File: src/rtl/pure_pursuit_target_select_unit_assert.svh
// Assertion macros for the pure pursuit target select unit.
`ifndef PURE_PURSUIT_TARGET_SELECT_UNIT_ASSERT_SVH
`define PURE_PURSUIT_TARGET_SELECT_UNIT_ASSERT_SVH
// Same-cycle implication, checked out of reset.
`define PPTS_ASSERT_NOW(lbl, ante, cons, msg) \
    lbl: assert property (@(posedge aclk) disable iff (!aresetn) (ante) |-> (cons)) \
        else $error(msg);
// Next-cycle implication, checked out of reset.
`define PPTS_ASSERT_NEXT(lbl, ante, cons, msg) \
    lbl: assert property (@(posedge aclk) disable iff (!aresetn) (ante) |=> (cons)) \
        else $error(msg);
`endif

File: src/rtl/ppts_pkg.sv
// Shared types, constants and helpers for the pure pursuit target select unit.
package ppts_pkg;

    localparam int MaxWaypoints = 1024;
    localparam int IdxW         = $clog2(MaxWaypoints);
    localparam int CntW         = IdxW + 1;
    localparam int MagW         = 33;
    localparam int SqW          = 2 * MagW;
    localparam int AccW         = SqW + 2;
    localparam int RootW        = 35;
    localparam int LenW         = RootW + 2;
    localparam int LfW          = 31;
    localparam int GainW        = 16;
    localparam int CfgIdxW      = 8;

    localparam logic [LfW-1:0] LfSat = {LfW{1'b1}};

    localparam logic [CfgIdxW-1:0] RegSpeedGain    = 8'd0;
    localparam logic [CfgIdxW-1:0] RegLookaheadMin = 8'd1;
    localparam logic [CfgIdxW-1:0] RegFinishRadius = 8'd2;
    localparam logic [CfgIdxW-1:0] RegWaypointCnt  = 8'd3;

    localparam logic KindLoad  = 1'b0;
    localparam logic KindQuery = 1'b1;

    typedef enum logic [3:0] {
        ST_IDLE, ST_FRS, ST_VEL, ST_VSQ, ST_LF, ST_NRD, ST_NSUM, ST_CRD,
        ST_CLD, ST_WCHK, ST_WRD, ST_WSUM, ST_WSQ, ST_DSUM, ST_OUT
    } state_t;

    // Control of the shared squarer / accumulator
    typedef struct packed {
        logic en;
        logic clr;
    } sq_ctl_t;

    // Magnitude of the difference of two signed 32 bit words
    function automatic logic [MagW-1:0] abs_diff(input logic [31:0] a, input logic [31:0] b);
        logic signed [MagW-1:0] d;
        d = $signed({a[31], a}) - $signed({b[31], b});
        abs_diff = d[MagW-1] ? MagW'(-d) : MagW'(d);
    endfunction

endpackage

File: src/rtl/ppts_sqacc.sv
// Shared squarer with accumulator: sums the squares of fed magnitudes.
module ppts_sqacc (
    input  logic                     aclk,
    input  logic                     aresetn,
    input  ppts_pkg::sq_ctl_t        ctl_i,
    input  logic [ppts_pkg::MagW-1:0] mag_i,
    output logic [ppts_pkg::AccW-1:0] acc_o
);
    import ppts_pkg::*;

    logic [SqW-1:0]  prod_reg;
    logic            pv_reg;
    logic [AccW-1:0] acc_reg;

    // Square the operand, flag the product
    always_ff @(posedge aclk) begin
        prod_reg <= mag_i * mag_i;
        if (!aresetn) begin
            pv_reg <= 1'b0;
        end else begin
            pv_reg <= ctl_i.en;
        end
    end

    // Accumulate registered products
    always_ff @(posedge aclk) begin
        if (ctl_i.clr) begin
            acc_reg <= '0;
        end else if (pv_reg) begin
            acc_reg <= acc_reg + AccW'(prod_reg);
        end
    end

    assign acc_o = acc_reg;
endmodule

File: config.mk
export PLATFORM = sky130hd
export DESIGN_NAME = ppts_sqacc
export DESIGN_NICKNAME = d
export VERILOG_FILES = /design/src/rtl/pure_pursuit_target_select_unit_assert.svh /design/src/rtl/ppts_pkg.sv /design/src/rtl/ppts_sqacc.sv
export SDC_FILE = /design/constraint.sdc
export NUM_CORES = 2
export LEC_CHECK = 0
export BUFFER_PORTS_ARGS = -buffer_cell sky130_fd_sc_hd__buf_2
export CORE_MARGIN = 2
export CORE_UTILIZATION = 47
export CTS_BUF_LIST = sky130_fd_sc_hd__clkbuf_2 sky130_fd_sc_hd__clkbuf_4 sky130_fd_sc_hd__clkbuf_8
export DETAILED_ROUTE_END_ITERATION = 6
export PLACE_DENSITY = 0.68
export SKIP_CTS_REPAIR_TIMING = 1
export SLEW_MARGIN = 10
export SYNTH_ARGS = -nofsm -noshare
export SYNTH_HDL_FRONTEND = slang
export SYNTH_SLANG_ARGS = --single-unit
File: constraint.sdc
create_clock -name aclk -period 21.8 [get_ports aclk]
set_input_delay 3.27 -clock aclk [delete_from_list [all_inputs] [get_ports aclk]]
set_output_delay 3.27 -clock aclk [all_outputs]
set_load 0.02 [all_outputs]
# Word-level counts from Yosys, hierarchy flattened
# Index checks and enable logic that the tools add are counted.
[word_totals]
register_bits = 135
input_bits = 37
output_inout_bits = 68
word_cells = 5
[op_classes]
addsub = 1
n_mul = 1
[ops]
columns = ["op", "n"]
rows = [
  ["$add 68x66->68", 1],
  ["$mul 33x33->66", 1],
]

# Depth between registers and ports, before layout
[logic_depth]
ltp_word = 1
ltp_mapped = 32
ltp_nobuf = 29

# Worst setup path after synthesis
# No wires, ideal clock.
[synth_path]
kind = "input-to-reg"
from = "input port mag_i[17] in the netlist's numbering"
to = "register prod_reg[62]"
t_arrival_ps = 10325
required_time_ps = 21677
slack_ps = 11352
cell_stages = 30
n_path_buf = 3
cell_sequence = "clkbuf_1 > clkbuf_1 > nand2_1 > fa_1 > fa_1 > inv_1 > fa_1 > inv_1 > fa_1 > inv_1 > fa_1 > inv_1 > fa_1 > inv_1 > fa_1 > inv_1 > fa_1 > inv_1 > ha_1 > clkbuf_1 > a21o_1 > a21oi_1 > o21ai_0 > a311oi_1 > o21ai_1 > a21oi_1 > o2111ai_1 > a31oi_1 > o21ai_1 > xor2_1"
[synth_via]
elab_chain_cells = 1
[synth_lines]
columns = ["element", "line", "source"]
rows = [
  ["start: declaration", "ppts_sqacc.sv:6", "input logic [ppts_pkg::MagW-1:0] mag_i,"],
  ["$mul 33x33->66", "ppts_sqacc.sv:17", "prod_reg <= mag_i * mag_i;"],
  ["end signal: assignment", "ppts_sqacc.sv:17", ""],
  ["end: declaration", "ppts_sqacc.sv:11", "logic [SqW-1:0] prod_reg;"],
]
# Every way passes these cells.
# A chain may end at the register's enable or synchronous reset.

# Worst setup path after layout
[layout_path]
from = "input port mag_i[21] in the netlist's numbering"
to = "register prod_reg[61]"
# The elaborated chain is that of the path after synthesis.

==> results by group <==
Global routing
  – GR Util met2: 41.6%
  – Met1 usage: 32.8%
  – Gr busiest metal: met2
  – Antenna violations before repair: 4
  – Met3 GRT Util: 4.25%
  – GRT Total Usage: 24.5%
  – Number of global-route vias before repair: 29432
  – Grt ovf: 0
  – First-pass GRT wire length: 159000 µm
  – Largest net degree at the start of global routing: 55

Setup path
  – Worst Setup SP: mag_i[21]
  – Critical path startpoint category: input pin
  – Crit path kind: in -> reg
  – R2r endpoint: acc_o[49]
  – R2R cell count: 11
  – R2R setup slack: 18130 ps
  – Top delay family on crit path: adder cells
  – Critical path fanouts, max: 29
  – Critical Path AT: 12110 ps
  – Reg2Reg Launch Point: acc_o[6]
  – Worst path required time: 22200 ps
  – Worst path depth: 26
  – Buffers & Inverters on Critical Path: 6
  – CP Capture Type: flop
  – CP most frequent cell: fa_1
  – Largest stage delay, worst path: 680 ps
  – Critical Path Sink: prod_reg[61]
  – Slowest CP cell: buf_2

Cells and area
  – Layout area overhead: 4.60%
  – Layout cell share with drive strength beyond 1: 4.26%
  – Number of diodes: 0
  – Most frequent cells in the layout: inv_1 (1176), fa_1 (860), nand2_1 (393)
  – Cell area after layout: 0.0400 mm²
  – Register Area: 0.00268 mm²
  – Commonest non-fill, non-tap cell in the layout: inv_1
  – Final Non-Filler Cells: 5286
  – Max FFs per register: 68
  – Multi-input logic area: 0.0305 mm²
  – Nets: 5450
  – Fillers: 7498

STA
  – Minimum clock period: 11710 ps
  – Worst rel slew slack: 34.7%
  – Worst hold slack: 493 ps
  – Hold Violations, Final: 0
  – Maximum clock rate: 0.0854 GHz
  – Setup TNS: 0 ps
  – Skew final: 21.8 ps
  – Final period util: 53.7%
  – Final setup viols: 0
  – Final Max Slew Viols: 0
  – RSZ-0062 raised after global routing: false
  – Slew @ Worst Pin: 979 ps

Placed design
  – DP Cell Count: 5254
  – Detailed Place HPWL: 80000 µm
  – PortBufs: 104
  – Post-DP Area: 0.0396 mm²
  – Final Wtd Congestion: 0.928

Clock tree
  – Clock latency on the worst-skew pair: 480 ps
  – Clock Sinks: 134
  – CTS tree: built
  – CTS Buf Count: 17
  – Maximum root-to-sink buffer count: 2
  – CTS Root Cell: clkbuf_8
  – Clk pin slew, worst setup/hold paths: 80 ps
  – CTS H-tree depth: 4

Floorplan
  – Initial Utilization: 47.5%
  – Die ar.: 0.0836 mm²
  – DIE HEIGHT: 289 µm
  – IO Pins: 105
  – Std cell rows: 104
  – CORE AREA: 0.0805 mm²
  – Die width: 289 µm

Synthesis
  – Ys async rst share: 0%
  – YS warnings: 0
  – FF+latch count, synth: 134
  – Synthesized cell area: 0.0382 mm²
  – Syn Area/Cell: 9.03 µm²
  – Register area share after synthesis: 7.02%
  – Cell count after synthesis: 4232
  – Yosys cell types: 72
  – Ys flop type: dfxtp_1
  – Syn Nets: 5469
  – Post-synth EDFFs: 0

Route
  – DR pass1 iterations: 5
  – Via count: 27594
  – Wirelength per Cell: 18.6 µm
  – Routed WL: 98200 µm
  – Antenna Nets Post-Route: 0
  – Vias/cell: 5.22
  – Starting DRT DRC Count: 1694
  – Post-route DRC violation count: 0

Status
  – Status: finished, final reports clean

Hold path
  – Min-delay worst type: reg -> reg

Flow run
  – Max-Cap Viols: 0
-- tightest hold or removal path: stages, from the launching register on --
cell and delay (ps):
dfxtp_1 340, nand2_1 50, o21ai_0 60
-- per-stage QoR --
stage	utilization [%]	setup WS (ps)
5_1_grt	49.6	9860
2_1_floorplan	-	11350
3_5_place_dp	49.2	9710
3_3_place_gp	49.2	9820
6_report	49.6	10090
4_1_cts	49.6	10200
-- Yosys cell counts, types with 6 or more instances --
cell type	instances	area share (%)
inv_1	1176	12
fa_1	860	45
nand2_1	393	3.9
ha_1	340	11
and2_1	220	3.6
clkbuf_1	155	1.5
nor2_1	145	1.4
dfxtp_1	134	7.0
a21oi_1	131	1.7
a21o_1	100	2.0
xnor2_1	80	1.8
o21ai_0	56	0.73
xor2_1	48	1.1
mux2i_1	39	1.0
nand3_1	33	0.43
nand4_1	27	0.44
nor3_1	24	0.31
o21bai_1	21	0.41
o21a_1	19	0.37
o21ai_1	19	0.25
and3_1	18	0.29
nor2b_1	16	0.26
a211oi_1	15	0.29
a31oi_1	14	0.23
o31ai_1	13	0.26
o211ai_1	10	0.20
a221oi_1	9	0.21
nand2b_1	9	0.15
or2_2	8	0.13
a211o_1	7	0.16
or3_1	7	0.11
a311oi_1	6	0.14
-- final cells by class --
cell class	instances	share of cell area [%]
flip-flops and latches	134	6.71
clock buffers	19	0.638
repair buffers	122	1.64
multi-input cells	2762	76.3
inverters	1176	11.0
clock inverters	13	0.307
well taps	1060	3.32
-- metal layers --
layer  routed length (µm)  vias to the layer above
met3                 6970                      132
met4                 2010                        4
li1                     -                    12614
met1                41600                    13949
met2                47600                      895
met5                   27                        -
-- logic make-up after synthesis --
logic type	Yosys count	synth area share, %
AO/OA/AOI/OAI	475	8.31
XOR/XNOR	128	2.93
adder cells (fa/ha/maj)	1200	56.2
buffers and inverters	1336	13.1
flip-flops	134	7.02
multiplexers	42	1.11
AND/OR/NAND/NOR	917	11.4
-- worst min-delay path by stage --
stage,startpoint,endpoint,slack [ps],cells past startpoint
2_1_floorplan,acc_o[62],acc_o[62],540,2
3_3_place_gp,acc_o[54],acc_o[54],480,2
3_5_place_dp,acc_o[62],acc_o[62],480,2
4_1_cts,acc_o[62],acc_o[62],490,2
5_1_grt,acc_o[54],acc_o[54],510,2
6_report,acc_o[18],acc_o[18],490,2
Power is not shown: default switching activity piles up to over one toggle a cycle in this logic, so the estimate is an artifact.
