**src/rtl/pure_pursuit_target_select_unit_assert.svh**
```systemverilog
// Assertion macros for the pure pursuit target select unit.
`ifndef PURE_PURSUIT_TARGET_SELECT_UNIT_ASSERT_SVH
`define PURE_PURSUIT_TARGET_SELECT_UNIT_ASSERT_SVH
// Same-cycle implication, checked out of reset.
`define PPTS_ASSERT_NOW(lbl, ante, cons, msg) \
    lbl: assert property (@(posedge aclk) disable iff (!aresetn) (ante) |-> (cons)) \
        else $error(msg);
// Next-cycle implication, checked out of reset.
`define PPTS_ASSERT_NEXT(lbl, ante, cons, msg) \
    lbl: assert property (@(posedge aclk) disable iff (!aresetn) (ante) |=> (cons)) \
        else $error(msg);
`endif

```
**src/rtl/ppts_pkg.sv**
```systemverilog
// Shared types, constants and helpers for the pure pursuit target select unit.
package ppts_pkg;

    localparam int MaxWaypoints = 1024;
    localparam int IdxW         = $clog2(MaxWaypoints);
    localparam int CntW         = IdxW + 1;
    localparam int MagW         = 33;
    localparam int SqW          = 2 * MagW;
    localparam int AccW         = SqW + 2;
    localparam int RootW        = 35;
    localparam int LenW         = RootW + 2;
    localparam int LfW          = 31;
    localparam int GainW        = 16;
    localparam int CfgIdxW      = 8;

    localparam logic [LfW-1:0] LfSat = {LfW{1'b1}};

    localparam logic [CfgIdxW-1:0] RegSpeedGain    = 8'd0;
    localparam logic [CfgIdxW-1:0] RegLookaheadMin = 8'd1;
    localparam logic [CfgIdxW-1:0] RegFinishRadius = 8'd2;
    localparam logic [CfgIdxW-1:0] RegWaypointCnt  = 8'd3;

    localparam logic KindLoad  = 1'b0;
    localparam logic KindQuery = 1'b1;

    typedef enum logic [3:0] {
        ST_IDLE, ST_FRS, ST_VEL, ST_VSQ, ST_LF, ST_NRD, ST_NSUM, ST_CRD,
        ST_CLD, ST_WCHK, ST_WRD, ST_WSUM, ST_WSQ, ST_DSUM, ST_OUT
    } state_t;

    // Control of the shared squarer / accumulator
    typedef struct packed {
        logic en;
        logic clr;
    } sq_ctl_t;

    // Magnitude of the difference of two signed 32 bit words
    function automatic logic [MagW-1:0] abs_diff(input logic [31:0] a, input logic [31:0] b);
        logic signed [MagW-1:0] d;
        d = $signed({a[31], a}) - $signed({b[31], b});
        abs_diff = d[MagW-1] ? MagW'(-d) : MagW'(d);
    endfunction

endpackage

```
**src/rtl/ppts_sqrt.sv**
```systemverilog
// Iterative integer square root, one result bit per cycle.
module ppts_sqrt (
    input  logic                      aclk,
    input  logic                      aresetn,
    input  logic                      start_i,
    input  logic [ppts_pkg::AccW-1:0]  val_i,
    output logic                      busy_o,
    output logic [ppts_pkg::RootW-1:0] root_o
);
    import ppts_pkg::*;

    localparam int VW   = 2 * RootW;
    localparam int RemW = RootW + 3;

    logic [VW-1:0]    val_reg;
    logic [RemW-1:0]  rem_reg;
    logic [RootW-1:0] root_reg;
    logic [5:0]       cnt_reg;
    logic             busy_reg;
    logic [RemW-1:0]  rem_sh;
    logic [RemW-1:0]  trial;

    assign rem_sh = {rem_reg[RemW-3:0], val_reg[VW-1 -: 2]};
    assign trial  = {root_reg, 2'b01};

    // Take one result bit per cycle
    always_ff @(posedge aclk) begin
        if (!aresetn) begin
            busy_reg <= 1'b0;
            cnt_reg  <= '0;
        end else if (start_i) begin
            busy_reg <= 1'b1;
            cnt_reg  <= '0;
        end else if (busy_reg) begin
            cnt_reg <= cnt_reg + 6'd1;
            if (cnt_reg == 6'(RootW - 1)) begin
                busy_reg <= 1'b0;
            end
        end
    end

    always_ff @(posedge aclk) begin
        if (start_i) begin
            val_reg  <= VW'(val_i);
            rem_reg  <= '0;
            root_reg <= '0;
        end else if (busy_reg) begin
            val_reg <= {val_reg[VW-3:0], 2'b00};
            if (rem_sh >= trial) begin
                rem_reg  <= rem_sh - trial;
                root_reg <= {root_reg[RootW-2:0], 1'b1};
            end else begin
                rem_reg  <= rem_sh;
                root_reg <= {root_reg[RootW-2:0], 1'b0};
            end
        end
    end

    assign busy_o = busy_reg;
    assign root_o = root_reg;
endmodule

```
**config.mk**
```make
export PLATFORM = sky130hd
export DESIGN_NAME = ppts_sqrt
export DESIGN_NICKNAME = d
export VERILOG_FILES = /design/src/rtl/pure_pursuit_target_select_unit_assert.svh /design/src/rtl/ppts_pkg.sv /design/src/rtl/ppts_sqrt.sv
export SDC_FILE = /design/constraint.sdc
export NUM_CORES = 1
export LEC_CHECK = 0
export BUFFER_PORTS_ARGS = -buffer_cell sky130_fd_sc_hd__buf_2
export CORE_MARGIN = 4
export CORE_UTILIZATION = 37
export DETAILED_ROUTE_END_ITERATION = 12
export HOLD_SLACK_MARGIN = 0.08
export SLEW_MARGIN = 20
export SYNTH_ARGS = -nofsm -noshare
export SYNTH_HDL_FRONTEND = slang
export SYNTH_SLANG_ARGS = --single-unit
```
**constraint.sdc**
```tcl
create_clock -name aclk -period 3 [get_ports aclk]
set_input_delay 0.3 -clock aclk [delete_from_list [all_inputs] [get_ports aclk]]
set_output_delay 0.3 -clock aclk [all_outputs]
set_load 0.01 [all_outputs]
```
* After elaboration in Yosys (flattened, before gate mapping)
Cells that the tools add are included.
Widths: inputs -> output; s select.
** Word-level totals
- Register bits after elaboration :: 148
- Output and inout bits :: 36
- Word-level logic and storage cells :: 20
** Operators by class
- Add/subtract/negate cells :: 2
- $lt $le $gt $ge :: 1
- Eq/ne operators :: 1
- Multiplexer cells :: 7
- Bitwise logic cells :: 1
- Reduce and logical (&&, ||, !) cells :: 2
** Operator list (number)
- $mux 68 :: 2
- $ge 38x37->1 :: 1
- $mux 36 :: 1
- $sub 36x36->36 :: 1
- $add 6x1->6 const B :: 1
- $eq 6x6->1 const B :: 1
- $mux 1 :: 4
- $reduce_bool 2->1 :: 1
- $reduce_or 2->1 :: 1
- $not 1->1 :: 1

* Logic depth before layout (Yosys ltp)
- Depth in word-level cells :: 4
- Gate-level depth with buffers :: 13
- Mapped depth without buffers :: 11

* Worst setup path after synthesis
No wires, ideal clock.
- Kind :: register to register
- From :: reg busy_reg, in the netlist busy_o
- To :: reg val_reg[0], enable pin
- Data arrival time :: 2363 ps
- Data required time :: 2578 ps
- Setup slack :: 215 ps
- Cell stages (with the launch flop) :: 5
- Path buffers :: 2
- Period minus slack after synthesis :: 2785 ps
- Cells stage by stage :: dfxtp_1 > clkbuf_1 > clkbuf_1 > nor2_1 > inv_1
** On the way
- Cells in the longest elaborated chain, start to end :: 1
** RTL lines
- from (decl) :: line ppts_sqrt.sv:19 : logic busy_reg;
- from (signal assigned) :: line ppts_sqrt.sv:29 : busy_reg <= 1'b0;
- from (signal assigned) :: line ppts_sqrt.sv:32 : busy_reg <= 1'b1;
- from (signal assigned) :: line ppts_sqrt.sv:37 : busy_reg <= 1'b0;
- $reduce_bool 2->1 (no line)
- to (signal assigned) :: line ppts_sqrt.sv:44 : val_reg <= VW'(val_i);
- to (signal assigned) :: line ppts_sqrt.sv:48 : val_reg <= {val_reg[VW-3:0], 2'b00};
- to (decl) :: line ppts_sqrt.sv:15 : logic [VW-1:0] val_reg;
No other way between the ends.
A chain may end at the register's enable or synchronous reset.

* Final worst setup path
- From :: reg root_reg[0], in the netlist root_o[0]
- To :: reg rem_reg[5]
** On the way
- Cells in the longest elaborated chain, start to end :: 2
** RTL lines
- from (decl) :: line ppts_sqrt.sv:17 : logic [RootW-1:0] root_reg;
- from (signal assigned) :: line ppts_sqrt.sv:51 : root_reg <= {root_reg[RootW-2:0], 1'b1};
- from (signal assigned) :: line ppts_sqrt.sv:54 : root_reg <= {root_reg[RootW-2:0], 1'b0};
- $sub 36x36->36 / $ge 38x37->1 (equally long branches) :: line ppts_sqrt.sv:50, ppts_sqrt.sv:49
- $mux 36 * :: line ppts_sqrt.sv:49 : if (rem_sh >= trial) begin
- to (signal assigned) :: line ppts_sqrt.sv:50 : rem_reg <= rem_sh - trial;
- to (signal assigned) :: line ppts_sqrt.sv:53 : rem_reg <= rem_sh;
- to (decl) :: line ppts_sqrt.sv:16 : logic [RemW-1:0] rem_reg;
Mark *: on every way between the ends. The rest lies on a longest branch, timed or not.

==> impl_metrics.toml <==
[run_status]
status = "complete, no violations"

[job]
drv_cap = 0

[yosys]
synth_top_area_share_pct = 24.9
yosys_warn_count = 0
synth_largest_area_cell = "sky130_fd_sc_hd__edfxtp_1"
synthesis.instances = 792
synth.ff_latch_count = 148
syn-cell-area_um2 = 8210
synthesis.nets = 902
synth_async_sr_flop_share_pct = 0
most_used_dff_post_synth = "sky130_fd_sc_hd__dfxtp_1"
syn_area_per_cell_um2 = 10.4
synth_seq_area_share_pct = 44.4
synth.top_cells.by_area = "sky130_fd_sc_hd__edfxtp_1, sky130_fd_sc_hd__dfxtp_1, sky130_fd_sc_hd__mux2_2, sky130_fd_sc_hd__mux2i_1, sky130_fd_sc_hd__ha_1"
yosys.cell_count.top_type = "sky130_fd_sc_hd__nor2_1"
number_of_synthesized_flops_with_an_enable_pin = 68
synth_cell_types = 62
synth.cells.most_frequent = "sky130_fd_sc_hd__nor2_1, sky130_fd_sc_hd__dfxtp_1, sky130_fd_sc_hd__edfxtp_1"

[die]
die_y_um = 157
die_w_um = 157
core.rowCount = 54
initial_utilization_pct = 37.6
design.core.area_um2 = 21800
die-area_um2 = 24600
io-pin-count = 107

[global_route]
track_usage_pct = 15.5
antenna_found_initial = 0
grt_pass1_vias = 6228
grt_pass1_wl_mm = 31.0
globalRouteOverflowTotal = 0
grt_start_max_net_pins = 138

[timing]
fmaxAchievable_ghz = 0.350
final.setup_skew_ns = 0.0204
setup_failing_eps_final = 0
worst_slew_margin_rel_pct = 42.2
final_period_util_pct = 95.2
final_critical_path_setup_slack_ns = 0.143
tightest_slew_ns = 0.867
timing_hold_violations_final = 0
slew_viol_final = 0
min_period_ns = 2.86

[clock_tree]
cts_made_buffers = 17
path_clk_slew_ns = 0.07
htree_levels = 4
maximum_buffer_depth_of_the_clock_tree = 2
cts.root.buffer_cell = "sky130_fd_sc_hd__clkbuf_16"
insertion_delay_of_the_later_clocked_pin_in_the_worst_skew_pair_ns = 0.43
cts.sink_count = 148
tritoncts = "yes"

[worst_setup_path]
crit_path_top_delay_cell = "sky130_fd_sc_hd__dfxtp_2"
critical_path.n_buffers_inverters = 2
cp.required_ns = 3.31
cp_data_arrival_time_ns = 3.17
end_kind = "flip-flop"
r2r_end = "rem_reg[5]"
critical_path.max_stage_delay_ns = 0.35
crit_path_cell_trace = "inv_1, ha_1, nor2b_1, o31a_1, o31ai_2, a21oi_2, o31ai_4, a22oi_4, clkbuf_16, or2_2, a32o_1"
setup.worst_path.start = "root_o[0]"
worst-r2r-setup-slack_ns = 0.14
worst_r2r_startpoint = "root_o[0]"
crit_path_max_fanout = 13
criticalPathCategory = "reg2reg"
critical-path-top-delay-family = "compound AO/OA/AOI/OAI gates"
worstRegToRegCells = 11
startpoint_type = "flip-flop"

[placement]
number_of_instances_in_the_placed_design = 1160
dp_slack_ns = 0.0828
gp_routability_congestion = 0.820
place.detailed.hpwl_mm = 12.7
port_buffers = 106

[layout]
multiInputGateArea_um2 = 4330
final.fill_count = 2135
post_route_cells_drive_above_1_share_pct = 30.4
largest_register_ffs = 70
ff_latch_area_um2 = 3650
areaGrowthSynthToFinish_pct = 21.0
fin_nets = 1017
finalNonFillerCells = 1201

[drt]
route.final.wire_length_mm = 18.8
drt_iter0_markers = 323
vias = 6142
postRouteAntennaNets = 0
post_drt_wl_per_cell_um = 15.7
routed_via_density = 5.11
detailedRoute.firstPassIterationCount = 4
drc = 0

[power]
power.density_nw_per_um2 = 993
cellLeakagePower_nw = 4.05
worst_ir_drop_on_vdd_v = 0.000562
p_total_mw = 9.86

[min_path]
worst_hold_startpoint = "aresetn"
worst_hold_path.endpoint = "busy_o"
worstHoldPathType = "in2reg"
hold_path_depth = 2
-- worst reg2reg max path: cells and delay by family, from the launching register on --
family	cells	cell delay, ns
compound gates	6	1.36
simple gates	2	0.44
flops	1	0.35
fa+ha+maj	1	0.33
buf+inv	2	0.27
-- report_power, final --
part / switching [mW] / internal (mW) / leakage [nW]
clock network: 0.972 / 1.18 / 0.284
logic: 2.68 / 2.47 / 2.43
registers: 0.159 / 2.39 / 1.34
total: 3.82 / 6.04 / 4.05
-- per-stage QoR --
step	TNS [ns]	utilization, %	hold WS [ns]	cell area [µm²]
2_1_floorplan	0	-	0.418	8210
3_3_place_gp	0	41.7	0.457	9110
3_5_place_dp	0	41.7	0.467	9110
4_1_cts	0	44.4	0.132	9690
5_1_grt	-0.00756	45.5	0.130	9930
6_report	0	45.5	0.128	9930
-- layout make-up --
type	instances	share of cell area (%)
antenna	1	0.0252
multi-input combinational	556	43.6
inverter	48	1.81
tap	280	3.53
clock buffer	17	4.28
sequential	148	36.8
timing repair buffer	136	8.35
clock inverter	15	1.63
-- worst max path at each step --
stage | end | slack [ns] | cells after the start
after floorplan | val_reg[0] | 0.22 | 4
after global placement | rem_reg[35] | 0.14 | 11
after detailed placement | rem_reg[10] | 0.08 | 12
after CTS | rem_reg[10] | 0.08 | 12
after global routing | rem_reg[10] | -0.005 | 12
final | rem_reg[5] | 0.14 | 11
-- cell families (layout without fill, tap and decap cells) --
group           count (synthesis)  after routing  share of synthesized area [%]
simple gates                  196            196                           11.0
mux                           127            127                           16.5
flops                         148            148                           44.4
xor+xnor                       33             33                           3.52
compound gates                161            161                           14.3
buf+inv                        88            216                           4.39
fa+ha+maj                      39             39                           5.94
other cells                     0              1                              0
-- layer usage --
layer | wire length, µm | GRT usage [%] | vias up
li1 | - | - | 3114
met1 | 8840 | 20.4 | 2868
met2 | 8280 | 23.5 | 138
met3 | 1460 | 6.16 | 22
met4 | 227 | 5.17 | 0
met5 | 0 | 0 | -
-- repair_timing --
| item | in CTS | in global routing |
|---|---|---|
| gates resized for setup | 0 | 28 |
| setup buffers | 0 | 6 |
| hold buffers | 0 | 0 |
| endpoints found under the setup margin | 0 | 36 |
-- placed cells by master (no fill, tap or decap), types with 37 or more instances in the layout --
| master | count |
|---|---|
| sky130_fd_sc_hd__buf_2 | 105 |
| sky130_fd_sc_hd__dfxtp_1 | 76 |
| sky130_fd_sc_hd__edfxtp_1 | 68 |
| sky130_fd_sc_hd__inv_1 | 47 |
| sky130_fd_sc_hd__mux2_2 | 66 |
| sky130_fd_sc_hd__mux2i_1 | 61 |
| sky130_fd_sc_hd__nand2_1 | 37 |
| sky130_fd_sc_hd__nor2_1 | 86 |
(Power assumes the default switching activity.)
